## config.mk

```make
export PLATFORM = sky130hd
export DESIGN_NAME = m4i_div
export DESIGN_NICKNAME = d
export VERILOG_FILES = /design/src/rtl/core/m4i_pkg.sv /design/src/rtl/core/m4i_div.sv
export SDC_FILE = /design/constraint.sdc
export NUM_CORES = 1
export LEC_CHECK = 0
export ABC_AREA = 1
export CAP_MARGIN = 30
export CELL_PAD_IN_SITES_DETAIL_PLACEMENT = 0
export CELL_PAD_IN_SITES_GLOBAL_PLACEMENT = 1
export CORE_UTILIZATION = 46
export CTS_CLUSTER_SIZE = 25
export DETAILED_ROUTE_END_ITERATION = 8
export DONT_BUFFER_PORTS = 1
export PLACE_DENSITY_LB_ADDON = 0.12
export SYNTH_ARGS = -nofsm -noshare
export SYNTH_HDL_FRONTEND = slang
export SYNTH_SLANG_ARGS = --single-unit
```

## constraint.sdc

```tcl
create_clock -name clk -period 6.6 [get_ports clk]
set_input_delay 1.32 -clock clk [delete_from_list [all_inputs] [get_ports clk]]
set_output_delay 1.32 -clock clk [all_outputs]
set_load 0.02 [all_outputs]
```

## src/rtl/core/m4i_pkg.sv

```systemverilog
`timescale 1ns / 1ps
`default_nettype none

package m4i_pkg;

  // cofactor, 2x2 minor and determinant accumulator widths
  localparam int CW = 100;
  localparam int MW = 66;
  localparam int DW = 136;

  typedef enum logic [2:0] {
    ST_LOAD,
    ST_COF,
    ST_DET,
    ST_DABS,
    ST_DIV_GO,
    ST_DIV_WAIT,
    ST_OUT
  } state_t;

  typedef enum logic [1:0] {
    SRC_ELEM,
    SRC_MINOR,
    SRC_COF
  } bsrc_t;

  typedef enum logic [1:0] {
    DST_MINOR,
    DST_COF,
    DST_DET
  } dst_t;

  typedef struct packed {
    logic [3:0] a_idx;
    logic [3:0] b_idx;
    bsrc_t      bsrc;
    logic [1:0] chunk;
    dst_t       dst;
    logic       clr;
    logic       neg;
  } mac_op_t;

  // element position of entry (t,u) of the 3x3 submatrix without row rr, col cc
  function automatic logic [3:0] s_idx(input logic [1:0] rr, input logic [1:0] cc,
                                       input logic [1:0] t, input logic [1:0] u);
    logic [1:0] row;
    logic [1:0] col;
    row = (t < rr) ? t : t + 2'd1;
    col = (u < cc) ? u : u + 2'd1;
    return {row, col};
  endfunction

  // one multiply-accumulate of cofactor ci: term j, sub-step sub (0..4)
  function automatic mac_op_t cof_op(input logic [3:0] ci, input logic [1:0] j,
                                     input logic [2:0] sub);
    mac_op_t    op;
    logic [1:0] rr;
    logic [1:0] cc;
    logic [1:0] u1;
    logic [1:0] u2;
    logic [2:0] k;
    rr = ci[3:2];
    cc = ci[1:0];
    u1 = (j == 2'd0) ? 2'd1 : 2'd0;
    u2 = (j == 2'd2) ? 2'd1 : 2'd2;
    k  = sub - 3'd2;
    op = '0;
    if (sub == 3'd0) begin
      op.a_idx = s_idx(rr, cc, 2'd1, u1);
      op.b_idx = s_idx(rr, cc, 2'd2, u2);
      op.bsrc  = SRC_ELEM;
      op.dst   = DST_MINOR;
      op.clr   = 1'b1;
    end else if (sub == 3'd1) begin
      op.a_idx = s_idx(rr, cc, 2'd1, u2);
      op.b_idx = s_idx(rr, cc, 2'd2, u1);
      op.bsrc  = SRC_ELEM;
      op.dst   = DST_MINOR;
      op.neg   = 1'b1;
    end else begin
      op.a_idx = s_idx(rr, cc, 2'd0, j);
      op.bsrc  = SRC_MINOR;
      op.chunk = k[1:0];
      op.dst   = DST_COF;
      op.clr   = (j == 2'd0) && (sub == 3'd2);
      op.neg   = (j == 2'd1) ^ rr[0] ^ cc[0];
    end
    return op;
  endfunction

  // determinant: row 0 element times its cofactor, one 32-bit chunk per step
  function automatic mac_op_t det_op(input logic [3:0] step);
    mac_op_t op;
    op       = '0;
    op.a_idx = {2'b00, step[3:2]};
    op.b_idx = {2'b00, step[3:2]};
    op.bsrc  = SRC_COF;
    op.chunk = step[1:0];
    op.dst   = DST_DET;
    op.clr   = (step == 4'd0);
    return op;
  endfunction

endpackage

`default_nettype wire

```

## src/rtl/core/m4i_div.sv

```systemverilog
`timescale 1ns / 1ps
`default_nettype none

module m4i_div #(
  parameter int FRAC_BITS = 16
) (
  input  wire                      clk,
  input  wire                      rst_n,
  input  wire                      start,
  input  wire [m4i_pkg::CW-1:0]    mag,
  input  wire [m4i_pkg::DW-1:0]    den,
  output logic                     done,
  output logic [31:0]              quot,
  output logic                     over
);

  localparam int NW = m4i_pkg::CW + 2 * FRAC_BITS;
  localparam int TW = NW - 32;
  localparam int XW = (TW > m4i_pkg::DW) ? TW : m4i_pkg::DW;
  localparam int RW = m4i_pkg::DW + 1;

  logic [NW-1:0] num_w;
  logic [TW-1:0] top_w;
  logic          big_w;
  logic [RW-1:0] sh_w;
  logic          ge_w;

  logic          busy_r;
  logic          done_r;
  logic [4:0]    cnt_r;
  logic [RW-1:0] rem_r;
  logic [31:0]   qd_r;
  logic          big_r;

  assign num_w = {mag, {(2 * FRAC_BITS){1'b0}}};
  assign top_w = num_w[NW-1:32];
  // quotient reaches 2^32 exactly when the upper part alone covers the divisor
  assign big_w = XW'(top_w) >= XW'(den);

  assign sh_w = {rem_r[m4i_pkg::DW-1:0], qd_r[31]};
  assign ge_w = sh_w >= RW'(den);

  always_ff @(posedge clk) begin
    if (!rst_n) begin
      busy_r <= 1'b0;
      done_r <= 1'b0;
      cnt_r  <= '0;
    end else begin
      done_r <= 1'b0;
      if (start) begin
        busy_r <= 1'b1;
        cnt_r  <= '0;
      end else if (busy_r) begin
        cnt_r <= cnt_r + 5'd1;
        if (cnt_r == 5'd31) begin
          busy_r <= 1'b0;
          done_r <= 1'b1;
        end
      end
    end
  end

  // restoring division, one quotient bit per cycle
  always_ff @(posedge clk) begin
    if (start) begin
      big_r <= big_w;
      rem_r <= RW'(top_w);
      qd_r  <= num_w[31:0];
    end else if (busy_r) begin
      rem_r <= ge_w ? (sh_w - RW'(den)) : sh_w;
      qd_r  <= {qd_r[30:0], ge_w};
    end
  end

  assign done = done_r;
  assign quot = qd_r;
  assign over = big_r;

endmodule

`default_nettype wire

```

==> qor.yml, run 1 <==
clock_tree:
  cts.sinks: 176
  cts_tree: "built"
  numCtsBuffers: 17
  clkTransAtPathRegs_ns: 0.08
  clock-root-buffer: "clkbuf_16"
  ctsResizeCount: 0
  cts_buffer_depth: 2
  postCtsHoldBufs: 0
  cts_setup_buffers: 0
  clk_latency_ns: 0.52
  htreeDepth: 4
synthesis:
  syn-instance-count: 4144
  synth_compound_area_frac: 0.147
  netlist_top_cells_count: "nand2_1, inv_1, nor2_1"
  yosys.area.top_type_share: 0.217
  synthTopCellsByArea: "nand2_1, edfxtp_1, ha_1"
  async_flop_share: 0
  synth-seq-area-share: 0.191
  yosysWarningCount: 0
  synth_ff_type: "edfxtp_1"
  synth.area.mux_share: 0
  synth_top_family_by_area: "simple AND/OR/NAND/NOR gates"
  synthAdderAreaFrac: 0.126
  synth-simple-area-share: 0.373
  postSynthAreaPerCell_um2: 5.73
  syn-num-nets: 4622
  synth_area_leader_cell: "nand2_1"
  synth-xor-area-share: 0.0288
  synth_area_um2: 23700
  synth_most_common_cell: "nand2_1"
  synth_edf_count: 101
  ys_ff_latch: 176
  synth_cell_types: 47
setup_path:
  criticalPathCategory: "input pin to flip-flop"
  cp_slowest_cell: "o21ai_0"
  path_buf_inv: 4
  end_kind: "flip-flop"
  crit_chain: "inv_1, ha_1, nand2_1, o21ai_0, inv_1, nand2_1, nand2_1, nand2_1, a21oi_1, nand3_2, nand2_4, nand2_8, buf_12, buf_12, nand2_1, o21ai_1, o21ai_0"
  crit_path_frequent_cell: "nand2_1"
  crit_path_start_kind: "input pin"
  arrival_ns: 4.87
  path_delay_family: "simple AND/OR/NAND/NOR gates"
  crit_required_ns: 6.86
  slowest_delay_ns: 0.77
  worstPathMaxFanout: 74
die:
  rows: 82
  core_um2: 50600
  initial_core_util: 0.469
  die_x_um: 229
  io_pins: 273
  dieArea_um2: 52500
  die_y_um: 229
global_route:
  grt_use_met3: 0.113
  grt_antenna_before_repair: 1
  grt_max_degree: 207
  grt_pass1_vias: 24495
  grt-ovfl-total: 0
  grt-busiest-layer: "met2"
  grt_use_total: 0.373
  grt_use_met2: 0.542
  grt_first_pass_wirelength_um: 146000
  met1_usage: 0.532
timing:
  period_needed_ns: 4.60
  finalCritPeriodShare: 0.698
  setup-violations-final: 0
  rsz0062_at_grt: "false"
  setup_tns_ns: 0
  drv_slew: 0
  final.setup_skew_ns: 0.0194
  hold_viol: 0
  tightest_slew_ns: 0.975
  timing.fmax_mhz: 217
  relSlewSlack: 0.344
cells_and_area:
  nets: 4585
  antenna_cells: 0
  final_cells: 4792
  drive_gt1_frac: 0.0255
  design_area_um2: 25000
  syn_to_final_growth_pct: 5.38
power_and_ir_drop:
  p_sw_mw: 1.93
  ir_drop_mv: 0.199
  p_int_mw: 2.35
  switching_share: 0.451
  seq_power_share: 0.301
  pwr-share-comb: 0.438
  power_density_nw_per_um2: 171
  p_leak_nw: 12.7
  fin_total_pwr_mw: 4.28
  clockPowerShare: 0.261
place:
  dp_cells: 4758
  gp_congestion: 1.10
  io_buffers: 0
  place_area_um2: 24400
  hpwl_um: 84900
worst_hold_path:
  worst_hold_path_type: "flip-flop to flip-flop"
route:
  drtAntennaViolNets: 0
  routedWlPerCell_um: 20.7
  drt_first_pass_iters: 8
  vias: 26393
  drt_wl_total_um: 99300
  drt_iter0_markers: 2567
  post-route-drc-count: 0
  avgViaCountPerCell: 5.51
status:
  status: "complete, no violations"
flow_run:
  cap_violations: 0
==> state kept, by name, indices dropped and copies added (netlist names) <==
register	count
done	1
quot	32
rem_r	136
over	1
cnt_r	5
busy_r	1
==> cell type report <==
type | instances | area (um2)
fill | 5714 | 25600
multi-input combinational | 3140 | 16000
sequential | 176 | 4530
inverter | 757 | 2840
tap | 672 | 841
clock buffer | 18 | 429
clock inverter | 14 | 173
timing repair buffer | 15 | 155
==> metrics by stage <==
step | hold WS (ns) | setup WS (ns) | util
after floorplan | 0.444 | 1.39 | -
after global placement | 0.458 | 1.74 | 0.482
after detailed placement | 0.463 | 1.74 | 0.482
after CTS | 0.476 | 2.27 | 0.494
after global routing | 0.508 | 1.92 | 0.495
final | 0.472 | 2.00 | 0.495
==> logic make-up after synthesis <==
logic type,Yosys count
and+or+nand+nor,2168
DFF,176
xor gates and xnor gates,78
adders and majority gates,239
buffers and inverters,828
AOI/OAI and AO/OA,655
==> worst register-to-register path, cell delays in order, from the launching register on <==
cell      delay, ns
edfxtp_1       0.39
ha_1           0.38
nand2_1        0.13
o21ai_0        0.77
inv_1          0.10
nand2_1        0.26
nand2_1        0.11
nand2_1        0.11
a21oi_1        0.07
nand3_2        0.12
nand2_4        0.29
nand2_8        0.28
buf_12         0.24
buf_12         0.33
nand2_1        0.16
o21ai_1        0.08
o21ai_0        0.09
==> final timing paths <==
| check | endpoint | start | slack (ns) | depth (start not counted) |
|---|---|---|---|---|
| hold reg to reg | cnt_r[4] | cnt_r[4] | 0.47 | 2 |
| setup / recovery | rem_r[20] | den[96] | 2.00 | 17 |
| setup reg to reg | rem_r[20] | rem_r[95] | 2.45 | 16 |
| hold / removal | cnt_r[4] | cnt_r[4] | 0.47 | 2 |
==> layer usage <==
layer	part of all wire	routed length (um)
met5	0.000081	8
met4	0.023	2310
met3	0.12	12000
met2	0.40	39900
met1	0.45	45000
==> power groups by stage <==
| stage | logic (mW) | clock network, mW | registers [mW] |
|---|---|---|---|
| 6_report | 1.88 | 1.12 | 1.29 |
| 5_1_grt | 2.05 | 1.17 | 1.30 |
| 4_1_cts | 1.82 | 1.14 | 1.29 |
| 3_5_place_dp | 1.81 | 0 | 1.31 |
| 3_3_place_gp | 1.81 | 0 | 1.31 |
| 2_1_floorplan | 1.25 | 0 | 1.30 |
==> placed cells by master (no fill, tap or decap), types with 3 or more instances in the layout <==
master        n
nand2_1    1375
inv_1       748
a21o_1        7
a21oi_1     271
xnor2_1      76
inv_8         4
dfxtp_1      75
a211oi_1      3
or2_2         9
edfxtp_1    101
o21a_1       13
a31oi_1       4
a21oi_2       9
o21bai_1     12
buf_4        10
nor2_2       21
nor2_1      445
nand3b_1     21
inv_2         6
o21ai_1      74
o22ai_1      30
clkbuf_16    17
nand3_1     160
nor4_1       16
nand4_1      65
inv_6         3
ha_1        238
nor3_1       40
clkinv_8      3
o21ai_0     210
o211ai_1     19
No activity file was read; power rests on OpenSTA's default activity.
==> inputs of run 2 (changes only) <==
- clock period: 6.6 -> 4.5 ns (I/O delays scaled with it)
==> run 2 against run 1 <==
Register-to-register slack worse by 1.7 ns. Via count increased by 0.20%. Critical path depth is 2 higher. Sequential power increased by 46%. Flip-flop and latch count is the same. Hold slack improved by 0.0042 ns. Critical endpoint is now rem_r[92]. Die area unchanged. Sequential share of layout area hardly changed. Cell count increased by 0.10%. Clock power grew 41%.
==> qor.yml, run 2 (synthesis gave the netlist of run 1 again) <==
status:
  status: "complete, no violations"
timing:
  drv_slew: 0
  setup-violations-final: 0
  timing.fmax_mhz: 268
  whs_ns: 0.476
  finalCritPeriodShare: 0.831
  setup_tns_ns: 0
  final.setup_skew_ns: 0.0218
  rsz0062_at_grt: "false"
  tightest_slew_ns: 1.05
  hold_viol: 0
  relSlewSlack: 0.296
  period_needed_ns: 3.74
power_and_ir_drop:
  switching_share: 0.451
  fin_total_pwr_mw: 6.22
  p_int_mw: 3.41
  p_sw_mw: 2.81
  ir_drop_mv: 0.329
  power_density_nw_per_um2: 248
  seq_power_share: 0.303
  clockPowerShare: 0.253
  p_leak_nw: 12.7
  pwr-share-comb: 0.444
die:
  die_y_um: 229
  dieArea_um2: 52500
  core_um2: 50600
  rows: 82
  die_x_um: 229
  io_pins: 273
  initial_core_util: 0.469
cells_and_area:
  nets: 4590
  fillCellCount: 5758
  final-seq-area_um2: 4530
  multi_input_area_um2: 16000
  regMostFlops: "rem_r"
  final_common_cell: "nand2_1"
  antenna_cells: 0
  drive_gt1_frac: 0.0264
  syn_to_final_growth_pct: 5.49
  largest_reg_flops: 136
  final_cell_mix: "nand2_1, inv_1, nor2_1, a21oi_1, ha_1"
place:
  gp_congestion: 1.12
  hpwl_um: 85500
  io_buffers: 0
setup_path:
  path_buf_inv: 2
  rrSetupSlack_ns: 0.76
  crit_chain: "inv_1, ha_1, fa_1, inv_1, nand2_1, nand3_1, nand2_1, nand2_1, nand2_1, nand2_1, nand2_1, nand2_1, nand2_1, nand2_1, nand2_1, nand3_1, nand3_1, o211ai_1, nand2_1"
  arrival_ns: 4.00
  crit_required_ns: 4.76
  worstPathMaxFanout: 4
  slowest_delay_ns: 0.48
  cp_slowest_cell: "dfxtp_1"
  path_delay_family: "simple AND/OR/NAND/NOR gates"
  r2r_end: "rem_r[92]"
  end_kind: "flip-flop"
  crit_path_frequent_cell: "nand2_1"
  criticalPathCategory: "flip-flop to flip-flop"
  r2r_cells: 19
  worstReg2RegStart: "quot[31]"
  crit_path_start_kind: "flip-flop"
clock_tree:
  cts_setup_buffers: 0
  clkTransAtPathRegs_ns: 0.08
  numCtsBuffers: 17
  cts_tree: "built"
  htreeDepth: 4
  postCtsHoldBufs: 0
  clk_latency_ns: 0.52
  ctsResizeCount: 0
  cts_buffer_depth: 2
  clock-root-buffer: "clkbuf_16"
  cts.sinks: 176
worst_hold_path:
  min_to: "cnt_r[4]"
  whs_path_depth: 2
  hp-start: "cnt_r[4]"
  worst_hold_path_type: "flip-flop to flip-flop"
route:
  drt_iter0_markers: 2790
  post-route-drc-count: 0
  routedWlPerCell_um: 20.8
  drt_first_pass_iters: 6
  avgViaCountPerCell: 5.51
  drt_wl_total_um: 99700
  drtAntennaViolNets: 0
  vias: 26447
global_route:
  grt_first_pass_wirelength_um: 149000
  grt_pass1_vias: 24860
  grt-ovfl-total: 0
  grt_max_degree: 207
  grt_antenna_before_repair: 0
  grt_use_total: 0.377
flow_run:
  cap_violations: 0
[run 2: metal layers]
layer | GRT usage | wire (um) | vias up
met5 | 0 | 0 | -
met4 | 0.110 | 2740 | 0
met3 | 0.0786 | 10500 | 124
met2 | 0.550 | 40100 | 1167
met1 | 0.551 | 46500 | 12062
li1 | - | - | 13094
[run 2: through the flow]
step | std cells | cell area [um2] | worst slack, ns | utilization
after floorplan | 4144 | 23700 | 1.31 | -
after global placement | 4764 | 24400 | 0.468 | 0.483
after detailed placement | 4765 | 24500 | 0.376 | 0.484
after CTS | 4797 | 25000 | 0.849 | 0.495
after global routing | 4797 | 25000 | 0.581 | 0.495
final | 4797 | 25000 | 0.762 | 0.495
[run 2: worst max-delay path by stage]
stage | cells after the start | slack, ns | to | startpoint
floorplan | 4 | 1.31 | rem_r[0] | start
global placement | 16 | 0.47 | rem_r[11] | den[58]
detailed placement | 16 | 0.38 | rem_r[44] | den[63]
CTS | 19 | 0.85 | rem_r[92] | quot[31]
global route | 19 | 0.58 | rem_r[92] | quot[31]
finish | 19 | 0.76 | rem_r[92] | quot[31]
[run 2: power groups by stage]
| stage | Clock [mW] | Combinational, mW | Sequential (mW) |
|---|---|---|---|
| floorplan | 0 | 1.83 | 1.90 |
| global placement | 0 | 2.66 | 1.92 |
| detailed placement | 0 | 2.66 | 1.92 |
| CTS | 1.61 | 2.67 | 1.88 |
| global route | 1.65 | 3.02 | 1.90 |
| finish | 1.58 | 2.76 | 1.88 |
[run 2: area by class of cell]
class | instances | share of cell area
Sequential cell | 176 | 0.181
Timing Repair Buffer | 20 | 0.00829
Tap cell | 672 | 0.0336
Clock inverter | 13 | 0.00555
Multi-Input combinational cell | 3140 | 0.640
Clock buffer | 19 | 0.0177
Inverter | 757 | 0.114
[run 2: worst min-delay path: cells and delay by family, from the launching register on]
family	cells	cell delay (ns)
flip-flops	1	0.32
AND/OR/NAND/NOR	1	0.06
AO/OA/AOI/OAI	1	0.05
